==> config.mk <==
export PLATFORM = sky130hd
export DESIGN_NAME = plst_mover
export DESIGN_NICKNAME = d
export VERILOG_FILES = /design/src/hw/rtl/plst_pkg.sv /design/src/hw/rtl/plst_mover.sv
export SDC_FILE = /design/constraint.sdc
export NUM_CORES = 1
export LEC_CHECK = 0
export BUFFER_PORTS_ARGS = -buffer_cell sky130_fd_sc_hd__buf_2
export CORE_ASPECT_RATIO = 1.2
export CORE_MARGIN = 2
export CORE_UTILIZATION = 45
export CTS_BUF_LIST = sky130_fd_sc_hd__clkbuf_4
export CTS_CLUSTER_SIZE = 10
export DETAILED_ROUTE_END_ITERATION = 10
export HOLD_SLACK_MARGIN = 0.03
export PLACE_DENSITY_LB_ADDON = 0.05
export SLEW_MARGIN = 20
export SYNTH_ARGS = -nofsm -noshare
export SYNTH_HDL_FRONTEND = slang
export SYNTH_SLANG_ARGS = --single-unit
==> constraint.sdc <==
create_clock -name clk -period 5.77 [get_ports clk]
set_clock_uncertainty 0.15 [all_clocks]
set_input_delay 0.8655 -clock clk [delete_from_list [all_inputs] [get_ports clk]]
set_output_delay 0.8655 -clock clk [all_outputs]
set_load 0.1 [all_outputs]
==> src/hw/rtl/plst_pkg.sv <==
// Shared types and constants for the positional list store.
package plst_pkg;

	localparam int CAPACITY = 1024;
	localparam int ADDR_W   = $clog2(CAPACITY);
	localparam int CNT_W    = $clog2(CAPACITY + 1);
	localparam int DATA_W   = 32;

	typedef logic [ADDR_W-1:0] addr_t;
	typedef logic [CNT_W-1:0]  cnt_t;
	typedef logic [DATA_W-1:0] data_t;

	typedef enum logic [2:0] {
		CMD_READ     = 3'd0,
		CMD_INS_HEAD = 3'd1,
		CMD_INS_TAIL = 3'd2,
		CMD_INS_POS  = 3'd3,
		CMD_DELETE   = 3'd4
	} cmd_t;

	typedef enum logic [1:0] {
		STS_DONE  = 2'd0,
		STS_RANGE = 2'd1,
		STS_FULL  = 2'd2
	} status_t;

	// Request to the block mover: copy 'moves' entries one place up or down.
	typedef struct packed {
		logic  start;
		logic  up;
		addr_t first;
		cnt_t  moves;
	} mv_req_t;

	// Memory accesses and status from the block mover.
	typedef struct packed {
		logic  busy;
		logic  rd_en;
		addr_t rd_addr;
		logic  wr_en;
		addr_t wr_addr;
		data_t wr_data;
	} mv_port_t;

endpackage

==> src/hw/rtl/plst_mover.sv <==
// Block mover: shifts a run of entries one place up or down through the memory.
module plst_mover
	import plst_pkg::*;
(
	input  logic     clk,
	input  logic     arst_n,
	input  mv_req_t  req,
	input  data_t    rdata,
	output mv_port_t port
);

	logic  active_q;
	logic  up_q;
	cnt_t  left_q;
	addr_t rd_addr_q;
	logic  pend_s1;
	addr_t wr_addr_s1;
	logic  rd_en;

	assign rd_en = active_q && (left_q != '0);

	// Walk the read address and count down the remaining moves
	always_ff @(posedge clk or negedge arst_n) begin
		if (!arst_n) begin
			active_q  <= 1'b0;
			up_q      <= 1'b0;
			left_q    <= '0;
			rd_addr_q <= '0;
			pend_s1   <= 1'b0;
		end else begin
			pend_s1 <= rd_en;
			if (req.start) begin
				active_q  <= 1'b1;
				up_q      <= req.up;
				left_q    <= req.moves;
				rd_addr_q <= req.first;
			end else if (active_q) begin
				if (left_q == '0) begin
					active_q <= 1'b0;
				end else begin
					left_q    <= left_q - cnt_t'(1);
					rd_addr_q <= up_q ? rd_addr_q - addr_t'(1) : rd_addr_q + addr_t'(1);
				end
			end
		end
	end

	// Hold the target address while the read data is in flight
	always_ff @(posedge clk) begin
		wr_addr_s1 <= up_q ? rd_addr_q + addr_t'(1) : rd_addr_q - addr_t'(1);
	end

	assign port.busy    = active_q | pend_s1;
	assign port.rd_en   = rd_en;
	assign port.rd_addr = rd_addr_q;
	assign port.wr_en   = pend_s1;
	assign port.wr_addr = wr_addr_s1;
	assign port.wr_data = rdata;

endmodule

==> qor.yml <==
clockBufferDepth: 2
synth_xor_xnor_area_share_pct: 4.77
postSynth.asyncResetShare_pct: 70.6
root_buffer: "clkbuf_4"
rsz0062_at_grt: "false"
n_antenna_cell: 0
p_comb_share_pct: 39.4
remaining_drc_errors: 0
h-tree-depth: 2
synthAdderAreaFrac_pct: 2.27
grt_max_degree: 33
die_x_microns: 67.9
p_seq_share_pct: 42.5
synthDistinctLibCells: 55
final_antenna_net_count: 0
p_per_area_nw_per_um2: 322
fin_setup_tns_ps: 0
synth_top_family_by_area: "simple AND/OR/NAND/NOR gates"
num_rows: 27
dr.pass1.iters: 4
postCtsSetupRepairBufs: 0
die_area_sq_um: 5470
cp-end-kind: "primary output"
cp_cell_sequence: "inv_1, ha_1, nor4b_4, a31o_2, inv_1, buf_2"
nets: 315
synth-seq-cells: 34
synth_area_leader_cell: "dfrtp_1"
synthesis.area_sq_um: 2200
reg2reg_from: "left_q[0]"
synthToLayoutAreaGrowth_pct: 2.39
max-slew-margin-rel_pct: 62.3
synth_top_area_share_pct: 27.3
synth.most_common_cell: "buf_4"
fin_ws_ps: 2370
cts_buffers: 5
power.share.clock_pct: 18.1
worstSetupPathType: "reg2out"
core_sq_um: 4660
slew_violations: 0
track_usage_pct: 18.4
setup_violations: 0
die_h_microns: 80.6
start_kind: "register"
cts.sinks: 34
postCtsHoldBufs: 0
p_leak_uw: 0.000964
arrival_ps: 2380
syn_avg_cell_area_sq_um: 8.92
vias: 1787
hpwl_mm: 3.31
numPortBuffers: 47
pre_cts_ws_ps: 2730
cp_top_family: "buffers and inverters"
grt_overflow: 0
muxShareOfSynthArea_pct: 1.88
tightest_slew_ps: 566
cts_tree: "yes"
switching_share_pct: 47.4
synth-main-ff-cell: "dfrtp_1"
grt_first_pass_wirelength_mm: 7.58
drtIter0Drc: 103
layoutNonFillerInstCount: 313
intPower_uw: 382
start_util_pct: 47.2
critPathMaxStageDelay_ps: 470
critPathLaunch: "left_q[0]"
cts.repair.resized: 0
ios: 112
drv_cap: 0
synth_common_cells: "buf_4, dfrtp_1, nand2_1"
synth.area.top_cells: "dfrtp_1, buf_4, dfxtp_1"
wl_per_cell_microns: 14.8
timing.final.crit_share_pct: 58.8
required_ps: 4750
cp_max_fo: 21
place_congestion: 0.860
timing.fmax_ghz: 0.294
placedCellCount: 305
synth_nets: 308
synth_edf_count: 0
yosysWarningCount: 0
yosysSeqAreaShare_pct: 36.4
hold_viol: 0
worst_path_max_delay_cell: "a31o_2"
crit_top_cell: "inv_1"
syn_inst: 247
period_needed_ps: 3400
worst-path-buf-inv: 3
vdd_drop_max_uv: 136
hold_path_class: "in2async"
clkLatencyLatePin_ps: 340
via_per_inst: 5.71
clkTransAtPathRegs_ps: 110
synth_compound_area_share_pct: 16.0
layout-drive-gt1-share_pct: 24.3
p_sw_uw: 344
yosys.area_share.simple_pct: 23.1
status: "complete, no violations"
first_global_vias: 1590
antenna_found_initial: 0
wl_mm: 4.65
final cells by class:
type	count	area [sq um]
fill	455	2410
multi-input combinational	157	1060
sequential	34	801
timing repair buffer	47	235
tap	58	72.6
clock buffer	6	45.0
inverter	9	33.8
clock inverter	2	8.76
power groups by stage:
| stage | Combinational [uW] | Clock (uW) | Sequential (uW) |
|---|---|---|---|
| floorplan | 192 | 0 | 459 |
| global placement | 287 | 0 | 313 |
| detailed placement | 287 | 0 | 313 |
| CTS | 288 | 139 | 308 |
| global route | 303 | 152 | 316 |
| finish | 286 | 131 | 309 |
path summary, 6_finish.rpt:
| check | to | slack (ps) | depth (start not counted) |
|---|---|---|---|
| worst min-delay path | rd_addr_q[0] | 360 | 1 |
| worst min register to register | wr_addr_s1[9] | 420 | 1 |
| worst max-delay path | port[53] | 2370 | 6 |
| min in group clk | wr_addr_s1[9] | 420 | 1 |
| worst max register to register | left_q[6] | 3430 | 6 |
| max in group asynchronous | active_q | 4730 | 1 |
flip-flops by register name, summed over array words and instances (netlist names):
register	count
active_q	1
pend_s1	1
rd_addr_q	10
up_q	1
left_q	11
wr_addr_s1	10
cell usage in the layout (no fill, tap or decap), types with 6 or more instances in the layout:
cell / Yosys / layout
a21oi_1: 6 / 6
a31oi_1: 7 / 7
buf_2: 4 / 47
clkbuf_4: 0 / 6
dfrtp_1: 24 / 24
dfxtp_1: 10 / 10
inv_1: 8 / 8
nand2_1: 19 / 19
nand3_1: 6 / 6
nor2_1: 15 / 15
o21ai_0: 13 / 13
or3_1: 7 / 7
xnor2_1: 7 / 7
cell families (layout without fill, tap and decap cells):
logic type	after synthesis	in the layout
flops	34	34
xor+xnor	12	12
mux	4	4
compound gates	51	51
fa+ha+maj	4	4
buf+inv	56	64
simple gates	86	86
per-layer routing:
metal  share of wire (%)  track usage (%)
met5                   0                0
met4                 2.6             8.20
met3                 5.4             5.32
met2                  50             29.9
met1                  42             22.1
through the flow:
step                total power, uW  area (sq um)  hold WS, ps  utilization [%]
finish                          725          2250          357             48.4
global route                    771          2250          367             48.4
CTS                             735          2250          365             48.4
detailed placement              600          2200          413             47.2
global placement                600          2200          405             47.2
floorplan                       651          2200          366                -
(Power assumes the default switching activity.)
